## src/rtl/core/sssd_pkg.sv

```systemverilog
// ----------------------------------------------------------------------------
// sssd_pkg
// Shared types, constants and segment tables for the serial display driver.
// ----------------------------------------------------------------------------
package sssd_pkg;

  localparam int WORD_BITS_DEF = 32;
  localparam int WORD_W        = 32;
  localparam int OPCODE_W      = 2;
  localparam int BAR_W         = 4;
  localparam int INDEX_W       = 5;
  localparam int BIN_W         = 16;
  localparam int BCD_W         = 12;
  localparam int STEP_W        = 4;

  localparam logic [WORD_W-1:0] DP_MIDDLE = 32'h0000_0800;

  typedef enum logic [OPCODE_W-1:0] {
    OP_RAW    = 2'd0,
    OP_BAR    = 2'd1,
    OP_DP     = 2'd2,
    OP_UNUSED = 2'd3
  } opcode_t;

  function automatic logic [15:0] outer_digit(input logic [3:0] d);
    logic [15:0] p;
    unique case (d)
      4'd0:    p = 16'h7007;
      4'd1:    p = 16'h4001;
      4'd2:    p = 16'h300B;
      4'd3:    p = 16'h600B;
      4'd4:    p = 16'h400D;
      4'd5:    p = 16'h600E;
      4'd6:    p = 16'h700E;
      4'd7:    p = 16'h4003;
      4'd8:    p = 16'h700F;
      4'd9:    p = 16'h600F;
      default: p = 16'h0000;
    endcase
    return p;
  endfunction

  function automatic logic [15:0] middle_digit(input logic [3:0] d);
    logic [15:0] p;
    unique case (d)
      4'd0:    p = 16'h0770;
      4'd1:    p = 16'h0410;
      4'd2:    p = 16'h03B0;
      4'd3:    p = 16'h06B0;
      4'd4:    p = 16'h04D0;
      4'd5:    p = 16'h06E0;
      4'd6:    p = 16'h07E0;
      4'd7:    p = 16'h0430;
      4'd8:    p = 16'h07F0;
      4'd9:    p = 16'h06F0;
      default: p = 16'h0000;
    endcase
    return p;
  endfunction

  function automatic logic [15:0] bar_leds(input logic [BAR_W-1:0] b);
    logic [15:0] p;
    unique case (b)
      4'd0:    p = 16'h0000;
      4'd1:    p = 16'h0100;
      4'd2:    p = 16'h0300;
      4'd3:    p = 16'h0700;
      4'd4:    p = 16'h0F00;
      4'd5:    p = 16'h0F80;
      4'd6:    p = 16'h0FC0;
      4'd7:    p = 16'h0FE0;
      4'd8:    p = 16'h0FF0;
      default: p = 16'h0000;
    endcase
    return p;
  endfunction

endpackage

```

## src/rtl/core/seven_segment_serial_display_driver.sv

```systemverilog
// ----------------------------------------------------------------------------
// seven_segment_serial_display_driver
// Builds a display word from each command and shifts it out one bit at a time.
// ----------------------------------------------------------------------------
// Usage:
//   Input channel (in_valid/in_ready) carries opcode, value and bar. Opcode
//   raw sends value as the word; the digit opcodes show the low 16 bits of
//   value as hundreds, tens and units with either a bar graph or the middle
//   decimal point.
//   Output channel (out_valid/out_ready) carries one transaction per word bit:
//   serial_data, bit_index and latch_after, which is set on the last bit.
//   A raw command passes from the decode stage through the queue to the
//   serialiser; a digit command first runs the shift-and-add-3 conversion.
//   The serialiser emits one bit per cycle while the receiver is ready;
//   bits of successive words follow without a gap when the next is queued.
//   A two-entry queue lets the next command be decoded while a word shifts.
//   Reset empties the queue and drops any command in progress.
//   When the receiver stalls, the current bit holds and the serialiser waits;
//   commands are still taken until the queue and the decode stage are full.
// ----------------------------------------------------------------------------
module seven_segment_serial_display_driver
  import sssd_pkg::*;
#(
  parameter int WORD_BITS = WORD_BITS_DEF
) (
  input  logic               clk,
  input  logic               rst,
  input  logic               in_valid,
  output logic               in_ready,
  input  logic [OPCODE_W-1:0] opcode,
  input  logic [WORD_W-1:0]  value,
  input  logic [BAR_W-1:0]   bar,
  output logic               out_valid,
  input  logic               out_ready,
  output logic               serial_data,
  output logic [INDEX_W-1:0] bit_index,
  output logic               latch_after
);

  logic              push_valid;
  logic              push_ready;
  logic [WORD_W-1:0] push_word;
  logic              pop_valid;
  logic              pop_ready;
  logic [WORD_W-1:0] pop_word;

  sssd_front u_front (
    .clk        (clk),
    .rst        (rst),
    .in_valid   (in_valid),
    .in_ready   (in_ready),
    .opcode     (opcode),
    .value      (value),
    .bar        (bar),
    .push_valid (push_valid),
    .push_ready (push_ready),
    .push_word  (push_word)
  );

  sssd_queue u_queue (
    .clk        (clk),
    .rst        (rst),
    .push_valid (push_valid),
    .push_ready (push_ready),
    .push_word  (push_word),
    .pop_valid  (pop_valid),
    .pop_ready  (pop_ready),
    .pop_word   (pop_word)
  );

  sssd_back #(
    .WORD_BITS (WORD_BITS)
  ) u_back (
    .clk         (clk),
    .rst         (rst),
    .pop_valid   (pop_valid),
    .pop_ready   (pop_ready),
    .pop_word    (pop_word),
    .out_valid   (out_valid),
    .out_ready   (out_ready),
    .serial_data (serial_data),
    .bit_index   (bit_index),
    .latch_after (latch_after)
  );

endmodule

```

## src/rtl/core/sssd_front.sv

```systemverilog
// ----------------------------------------------------------------------------
// sssd_front
// Accepts commands, converts the number of a digit command to decimal digits
// by shift-and-add-3, builds the display word and pushes it to the queue.
// ----------------------------------------------------------------------------
module sssd_front
  import sssd_pkg::*;
(
  input  logic                clk,
  input  logic                rst,
  input  logic                in_valid,
  output logic                in_ready,
  input  logic [OPCODE_W-1:0] opcode,
  input  logic [WORD_W-1:0]   value,
  input  logic [BAR_W-1:0]    bar,
  output logic                push_valid,
  input  logic                push_ready,
  output logic [WORD_W-1:0]   push_word
);

  typedef enum logic [2:0] {
    S_IDLE = 3'b001,
    S_CONV = 3'b010,
    S_PUSH = 3'b100
  } front_state_t;

  front_state_t      state, state_next;
  opcode_t           op;
  logic [WORD_W-1:0] val;
  logic [BAR_W-1:0]  bar_q;
  logic [BCD_W-1:0]  bcd;
  logic [BCD_W-1:0]  bcd_adj;
  logic [STEP_W-1:0] step;
  logic              accept;
  logic              is_digits;
  logic              in_digits;
  logic [WORD_W-1:0] digits_word;

  assign in_ready   = (state == S_IDLE) || ((state == S_PUSH) && push_ready);
  assign accept     = in_valid && in_ready;
  assign in_digits  = (opcode_t'(opcode) == OP_BAR) || (opcode_t'(opcode) == OP_DP);
  assign is_digits  = (op == OP_BAR) || (op == OP_DP);
  assign push_valid = (state == S_PUSH);

  always_comb begin
    for (int i = 0; i < BCD_W / 4; i++) begin
      bcd_adj[i*4 +: 4] = (bcd[i*4 +: 4] >= 4'd5) ? bcd[i*4 +: 4] + 4'd3 : bcd[i*4 +: 4];
    end
  end

  always_comb begin
    digits_word = {outer_digit(bcd[11:8]), 16'h0000}
                | {16'h0000, middle_digit(bcd[7:4])}
                | {16'h0000, outer_digit(bcd[3:0])};
    if (op == OP_BAR) begin
      digits_word = digits_word | {bar_leds(bar_q), 16'h0000};
    end else begin
      digits_word = digits_word | DP_MIDDLE;
    end
    push_word = is_digits ? digits_word : val;
  end

  always_comb begin
    state_next = state;
    unique case (state)
      S_IDLE: begin
        if (accept) state_next = in_digits ? S_CONV : S_PUSH;
      end
      S_CONV: begin
        if (step == STEP_W'(BIN_W - 1)) state_next = S_PUSH;
      end
      S_PUSH: begin
        if (accept) begin
          state_next = in_digits ? S_CONV : S_PUSH;
        end else if (push_ready) begin
          state_next = S_IDLE;
        end
      end
      default: state_next = S_IDLE;
    endcase
  end

  always_ff @(posedge clk) begin
    if (rst) begin
      state <= S_IDLE;
    end else begin
      state <= state_next;
    end
  end

  always_ff @(posedge clk) begin
    if (accept) begin
      op    <= opcode_t'(opcode);
      val   <= value;
      bar_q <= bar;
      bcd   <= '0;
      step  <= '0;
    end else if (state == S_CONV) begin
      bcd  <= {bcd_adj[BCD_W-2:0], val[BIN_W-1]};
      val  <= {val[WORD_W-1:BIN_W], val[BIN_W-2:0], 1'b0};
      step <= step + STEP_W'(1);
    end
  end

endmodule

```

## src/rtl/core/sssd_queue.sv

```systemverilog
// ----------------------------------------------------------------------------
// sssd_queue
// Two-entry word queue between command decode and the serialiser.
// ----------------------------------------------------------------------------
module sssd_queue
  import sssd_pkg::*;
(
  input  logic              clk,
  input  logic              rst,
  input  logic              push_valid,
  output logic              push_ready,
  input  logic [WORD_W-1:0] push_word,
  output logic              pop_valid,
  input  logic              pop_ready,
  output logic [WORD_W-1:0] pop_word
);

  logic [WORD_W-1:0] entry [2];
  logic              wr_ptr;
  logic              rd_ptr;
  logic [1:0]        count;
  logic              push;
  logic              pop;

  assign push_ready = (count != 2'd2);
  assign pop_valid  = (count != 2'd0);
  assign pop_word   = entry[rd_ptr];
  assign push       = push_valid && push_ready;
  assign pop        = pop_valid && pop_ready;

  always_ff @(posedge clk) begin
    if (rst) begin
      wr_ptr <= 1'b0;
      rd_ptr <= 1'b0;
      count  <= 2'd0;
    end else begin
      if (push) wr_ptr <= ~wr_ptr;
      if (pop)  rd_ptr <= ~rd_ptr;
      count <= count + {1'b0, push} - {1'b0, pop};
    end
  end

  always_ff @(posedge clk) begin
    if (push) begin
      entry[wr_ptr] <= push_word;
    end
  end

endmodule

```

## src/rtl/core/sssd_back.sv

```systemverilog
// ----------------------------------------------------------------------------
// sssd_back
// Serialiser: shifts each queued word out LSB first, one bit per transaction,
// flagging the last bit for the latch pulse.
// ----------------------------------------------------------------------------
module sssd_back
  import sssd_pkg::*;
#(
  parameter int WORD_BITS = WORD_BITS_DEF
) (
  input  logic               clk,
  input  logic               rst,
  input  logic               pop_valid,
  output logic               pop_ready,
  input  logic [WORD_W-1:0]  pop_word,
  output logic               out_valid,
  input  logic               out_ready,
  output logic               serial_data,
  output logic [INDEX_W-1:0] bit_index,
  output logic               latch_after
);

  localparam int CNT_W = (WORD_BITS > 32) ? $clog2(WORD_BITS) : INDEX_W;
  localparam logic [CNT_W-1:0] LAST = CNT_W'(WORD_BITS - 1);

  logic              active;
  logic [WORD_W-1:0] shift;
  logic [CNT_W-1:0]  pos;
  logic              adv;

  assign adv       = !out_valid || out_ready;
  assign pop_ready = adv && !active;

  always_ff @(posedge clk) begin
    if (rst) begin
      active    <= 1'b0;
      out_valid <= 1'b0;
    end else if (adv) begin
      if (active) begin
        out_valid <= 1'b1;
        if (pos == LAST) active <= 1'b0;
      end else if (pop_valid) begin
        out_valid <= 1'b1;
        active    <= 1'b1;
      end else begin
        out_valid <= 1'b0;
      end
    end
  end

  always_ff @(posedge clk) begin
    if (adv) begin
      if (active) begin
        serial_data <= shift[0];
        shift       <= shift >> 1;
        bit_index   <= pos[INDEX_W-1:0];
        latch_after <= (pos == LAST);
        pos         <= pos + CNT_W'(1);
      end else if (pop_valid) begin
        serial_data <= pop_word[0];
        shift       <= pop_word >> 1;
        bit_index   <= '0;
        latch_after <= 1'b0;
        pos         <= CNT_W'(1);
      end
    end
  end

endmodule

```

## config.mk

```make
export PLATFORM = sky130hd
export DESIGN_NAME = seven_segment_serial_display_driver
export DESIGN_NICKNAME = d
export VERILOG_FILES = /design/src/rtl/core/sssd_pkg.sv /design/src/rtl/core/seven_segment_serial_display_driver.sv /design/src/rtl/core/sssd_front.sv /design/src/rtl/core/sssd_queue.sv /design/src/rtl/core/sssd_back.sv
export SDC_FILE = /design/constraint.sdc
export NUM_CORES = 1
export LEC_CHECK = 0
export ABC_AREA = 0
export CORE_UTILIZATION = 57
export DETAILED_ROUTE_END_ITERATION = 8
export DONT_BUFFER_PORTS = 1
export PLACE_DENSITY = 0.75
export SYNTH_ARGS = -nofsm -noshare
export SYNTH_HDL_FRONTEND = slang
export SYNTH_SLANG_ARGS = --single-unit
```

## constraint.sdc

```tcl
create_clock -name clk -period 3.2 [get_ports clk]
set_input_delay 0.8 -clock clk [delete_from_list [all_inputs] [get_ports clk]]
set_output_delay 0.8 -clock clk [all_outputs]
set_load 0.005 [all_outputs]
```

### Yosys cells after proc, flatten, opt, wreduce, memory -nomap -nowiden

Memory sizes are Yosys's and may differ from the RTL's. A register that Yosys moved wholly into a read port is not among the register bits.
Index checks and enable logic that the tools add are counted.

| word-level totals | value |
|---|---|
| logic and storage cells | 105 |
| memory bits (read-only) | 464 |
| bits of input ports | 42 |
| register bits | 106 |
| memories | 5 |
| RAM bits | 64 |
| output and inout bits | 9 |

Memory list:

| memory | words | bits a word | read ports | clocked after memory_dff | write ports | line | RTL |
|---|---|---|---|---|---|---|---|
| (name not given) | 16 | 8 | 1 | 1 | 0 | sssd_pkg.sv:63 | `unique case (b)` |
| (name not given) | 16 | 7 | 1 | 1 | 0 | sssd_pkg.sv:27 | `unique case (d)` |
| (name not given) | 16 | 7 | 1 | 1 | 0 | sssd_pkg.sv:45 | `unique case (d)` |
| (name not given) | 16 | 7 | 1 | 1 | 0 | sssd_pkg.sv:27 |  |
| u_queue.entry | 2 | 32 | 1 | 1 | 1 | sssd_queue.sv:18 | `logic [WORD_W-1:0] entry [2];` |

| cells by class | value |
|---|---|
| reductions and logical operators | 15 |
| $add $sub $neg | 7 |
| mux-type cells | 39 |
| bitwise operators | 5 |
| order comparisons | 3 |
| equal/unequal tests | 13 |

Operators by type and width:

| cell | count |
|---|---|
| two-way mux 32 bit | 3 |
| bitwise OR 32 x 16 -> 32 bit | 2 |
| two-way mux 4 bit | 9 |
| two-way mux 16 bit | 2 |
| bitwise OR 32 bit | 1 |
| two-way mux 31 bit | 1 |
| two-way mux 30 bit | 1 |
| two-way mux 5 bit | 4 |
| two-way mux 3 bit | 6 |
| greater-or-equal comparator 4 x 3 -> 1 bit (second input constant) | 3 |
| two-way mux 1 bit | 12 |
| one-hot mux 3 bit (3 select lines) | 1 |
| adder 4 x 2 -> 4 bit (second input constant) | 2 |
| nonzero test 2 bit | 3 |
| adder 5 x 1 -> 5 bit (second input constant) | 1 |
| equality test 5 bit (second input constant) | 1 |
| adder 4 x 1 -> 4 bit (second input constant) | 1 |
| equality test 2 x 1 -> 1 bit (second input constant) | 2 |
| equality test 2 bit (second input constant) | 2 |
| equality test 4 bit (second input constant) | 1 |
| logical AND 1 bit | 4 |
| logical OR 1 bit | 4 |
| inequality test 2 x 1 -> 1 bit (second input constant) | 2 |
| adder 3 x 2 -> 3 bit (second input constant) | 1 |
| other kinds (11) | 13 |

### Logic depth before layout (Yosys ltp)

| depth | value |
|---|---|
| word-level depth | 6 |
| mapped depth | 12 |
| gate-level depth less buffers | 11 |

### By module

From an unflattened synthesis, not the netlist that was laid out.

| unflattened totals | value |
|---|---|
| cells, all modules | 681 |
| area total of the unflattened synthesis | 9172.5 µm² |

By module, submodules not included:

| module | cells each | area an instance (µm²) | seq. area each (µm²) | instances |
|---|---|---|---|---|
| sssd_front | 448 | 4463.0 | 2102.0 | 1 |
| sssd_queue | 124 | 2677.6 | 2021.9 | 1 |
| sssd_back | 109 | 2031.9 | 1331.3 | 1 |

### Worst setup path after synthesis

Ideal clock, no wire load.

| timing path | value |
|---|---|
| kind | input-to-reg |
| start point | in in_valid |
| end point | reg u_front.digits_word[7] (netlist name) |
| buffers on the path | 3 |
| stages | 10 |
| required time | 3.105 ns |
| data arrival time | 3.244 ns |
| library setup time | 0.095 ns |
| setup slack | -0.139 ns |
| cell sequence | and2b_1 clkbuf_1 nand2_4 inv_2 buf_2 buf_1 nor2_1 ha_1 or3_1 o311ai_1 |

RTL lines:

| what | line | RTL |
|---|---|---|
| from (decl) | seven_segment_serial_display_driver.sv:28 | `input logic in_valid,` |

==> impl_metrics.ini <==
[critical_path]
path_class = flip-flop to flip-flop
regToRegEndpoint = u_front.digits_word[17]
cp_data_required_time_ns = 3.50
r2r_cells = 9
arrival_ns = 2.91
r2r_setup_slack_ns = 0.59
timing.critical_path.fanout_max = 40
worstSetupStartpointType = flip-flop
cp-end-kind = flip-flop
r2r_start = u_queue.count[0]

[sta]
timing.slew.headroom_pct = 31.7
setup_viol_count_final = 0
timing.fmax_ghz = 0.382
clock_skew_ns = 0.00735
timing.final.crit_period_ns = 2.61
grt_setup_unrepaired = false
setup_tns_ns = 0
finalCritPeriodShare_pct = 81.7
final_hold_violations = 0
finalMaxSlewViolations = 0
worst_pin_slew_ns = 1.02

[floorplanning]
core_sq_mm = 0.0146
num_io_pins = 51
vertical_extent_of_the_die_microns = 125
starting_utilization_of_the_core_area_pct = 59.0
fp.dieW_microns = 125
floorplan.rows = 44
total_die_area_sq_mm = 0.0157

[pwr]
vdd_ir_drop_max_v = 0.000432
power_leakage_uw = 0.00350
powerDensity_mw_per_mm2 = 739

[min_path]
hold_path_depth = 1
worstHoldStart = rst
timing.hold.worst_endpoint = u_front.state[2]
hp-class = input port to flip-flop

[routing]
via_per_inst = 5.68
detailedRoute.firstIterationViolations = 442
detailed_route_wire_length_per_cell_microns = 17.1
route.vias.total = 5121
route.met3.wl_microns = 789
met1_length_mm = 6.92
antenna_left = 0
wl_met2_mm = 7.34
drt-pass1-iter-count = 5
maxUsedRoutingLayer = met4
wl_mm = 15.4
drcViolationCount = 0

[grt]
first_global_vias = 5108
first_pass_grt_wire_length_mm = 25.3
antenna_found_initial = 0
remaining_global_route_overflow = 0
grt_use_total_pct = 20.9
grt_max_degree = 65

[yosys]
syn-instance-count = 706
synth.largest_area_cell = edfxtp_1
yosys.area.top_type_share_pct = 50.4
ys_types = 56
postSynthAreaPerCell_sq_um = 12.2
netlist_top_cells_area = edfxtp_1 50%, dfxtp_1 13%, nand2_1 4.9%, ha_1 4.3%, mux2i_1 4.2%
synthesis.area_sq_mm = 0.00865
post_synth_edffs = 145
ys_seq_area_share_pct = 63.1
ys_ff_latch = 200
postSynth.asyncResetShare_pct = 0
synth_ff_type = edfxtp_1
synthesis.nets = 778
yosysWarningCount = 0

[placed_design]
dpl_cell_area_sq_mm = 0.00886
routability_congestion_estimate_from_global_placement = 0.883
place.port_buffers = 0
dp_hpwl_mm = 10.3

[clocking]
number_of_buffers_created_by_cts = 17
cts_tree = built
postCtsSetupRepairBufs = 0
cell_at_the_root_of_the_clock_tree = clkbuf_16
path_clk_slew_ns = 0.07
htreeDepth = 4
insertion_delay_ns = 0.43
ctsResizeCount = 0
ctsHoldBuffers = 0
max-clock-path-buffers = 2
clock_sink_count = 200

[finish]
nFillCells = 1068
ratio_of_cells_with_drive_above_1_in_the_final_layout_pct = 11.7
antenna-diode-count = 0
net_count_of_the_finished_layout = 776
final_cell_area_sq_mm = 0.00947
area_delta_synth_final_pct = 9.48

[job]
max_cap_viol_count = 0

[status]
run_status = completed
-- cells in the final DEF, fill, tap and decap left out, types with 17 or more instances in the layout --
cell type	n
a21oi_1	20
and3_1	23
clkbuf_16	17
dfxtp_1	53
edfxtp_1	145
ha_1	30
inv_1	24
mux2_2	23
mux2i_1	36
nand2_1	114
nor2_1	29
o21ai_0	49
-- sequential cells by signal (all words and copies together), names as in the netlist, 2 cells and up, named ones only --
register,count
u_queue.entry,64
u_front.val,32
u_back.shift,31
u_front.digits_word,21
u_front.bcd,12
u_back.bit_index,5
u_back.pos,5
u_front.bar_q,4
u_front.step,4
u_front.state,3
u_front.op,2
u_queue.count,2
-- where the power goes --
| part | switching (uW) | internal [uW] | total (uW) |
|---|---|---|---|
| sequential | 264 | 3430 | 3690 |
| clock | 869 | 1330 | 2190 |
| combinational | 685 | 428 | 1110 |
-- metal layers --
| layer | global-route usage [%] | up-vias |
|---|---|---|
| li1 | - | 2502 |
| met1 | 26.8 | 2443 |
| met2 | 34.0 | 145 |
| met3 | 4.71 | 31 |
| met4 | 9.47 | 0 |
| met5 | 0 | - |
-- worst max path at each step --
| stage | start | endpoint | slack (ns) | cells past startpoint |
|---|---|---|---|---|
| global route | u_queue.count[0] | u_front.digits_word[17] | 0.41 | 9 |
| floorplan | out_ready | u_back.bit_index[0] | 0.07 | 2 |
| finish | u_queue.count[0] | u_front.digits_word[17] | 0.59 | 9 |
| detailed placement | in_valid | u_front.digits_word[9] | 0.42 | 8 |
| CTS | u_queue.count[0] | u_front.digits_word[17] | 0.59 | 9 |
| global placement | in_valid | u_front.digits_word[9] | 0.52 | 8 |
-- synthesized netlist by cell type (3+ instances only) --
| cell | count |
|---|---|
| o21ai_1 | 7 |
| and2_1 | 16 |
| a31oi_1 | 3 |
| and3_1 | 23 |
| o21a_1 | 3 |
| ha_1 | 30 |
| xor2_1 | 6 |
| edfxtp_1 | 145 |
| nand2_1 | 114 |
| mux2_2 | 23 |
| nor3b_1 | 3 |
| nor2_1 | 30 |
| a21o_1 | 5 |
| mux2i_1 | 36 |
| buf_1 | 5 |
| nor3_1 | 8 |
| nor2b_1 | 4 |
| o22ai_1 | 5 |
| xnor2_1 | 7 |
| inv_2 | 7 |
| nand3_1 | 7 |
| inv_1 | 24 |
| clkbuf_1 | 23 |
| a21oi_1 | 20 |
| o31ai_1 | 4 |
| nand2b_1 | 7 |
| dfxtp_1 | 55 |
| o21ai_0 | 49 |
-- worst max-delay path: stages (launching register included) --
cell and delay, ns:
dfxtp_1 0.36, and2b_1 0.32, o21ai_4 0.42, nand2_4 0.17, inv_2 0.13, buf_4 0.40
o22a_1 0.33, inv_2 0.09, nand2_1 0.14, o21ai_0 0.11
-- logic make-up (layout without fill, tap and decap cells) --
family,Yosys count,in the layout,share of synthesized area [%]
xor+xnor,13,13,1.32
flops,200,200,63.1
buf+inv,63,74,2.94
fa+ha+maj,30,30,4.34
mux,59,59,7.16
simple gates,224,224,12.1
compound gates,117,117,9.07
-- metrics by stage --
step,hold WS [ns],worst slack (ns),cells,util (%),power (uW)
floorplan,0.454,0.0717,706,-,4540
finish,0.434,0.585,901,64.6,7000
CTS,0.421,0.591,901,64.6,7040
global route,0.422,0.414,901,64.6,7320
global placement,0.463,0.524,869,60.5,4810
detailed placement,0.480,0.418,869,60.5,4860
-- cell type report --
type,count,area [sq um],area share (%)
clock buffers,23,458,4.84
clock inverters,9,149,1.57
well taps,184,230,2.43
repair buffers,11,108,1.14
multi-input cells,443,2950,31.1
flip-flops and latches,200,5460,57.7
inverters,31,116,1.23
Power figures use the tool's default switching activity.
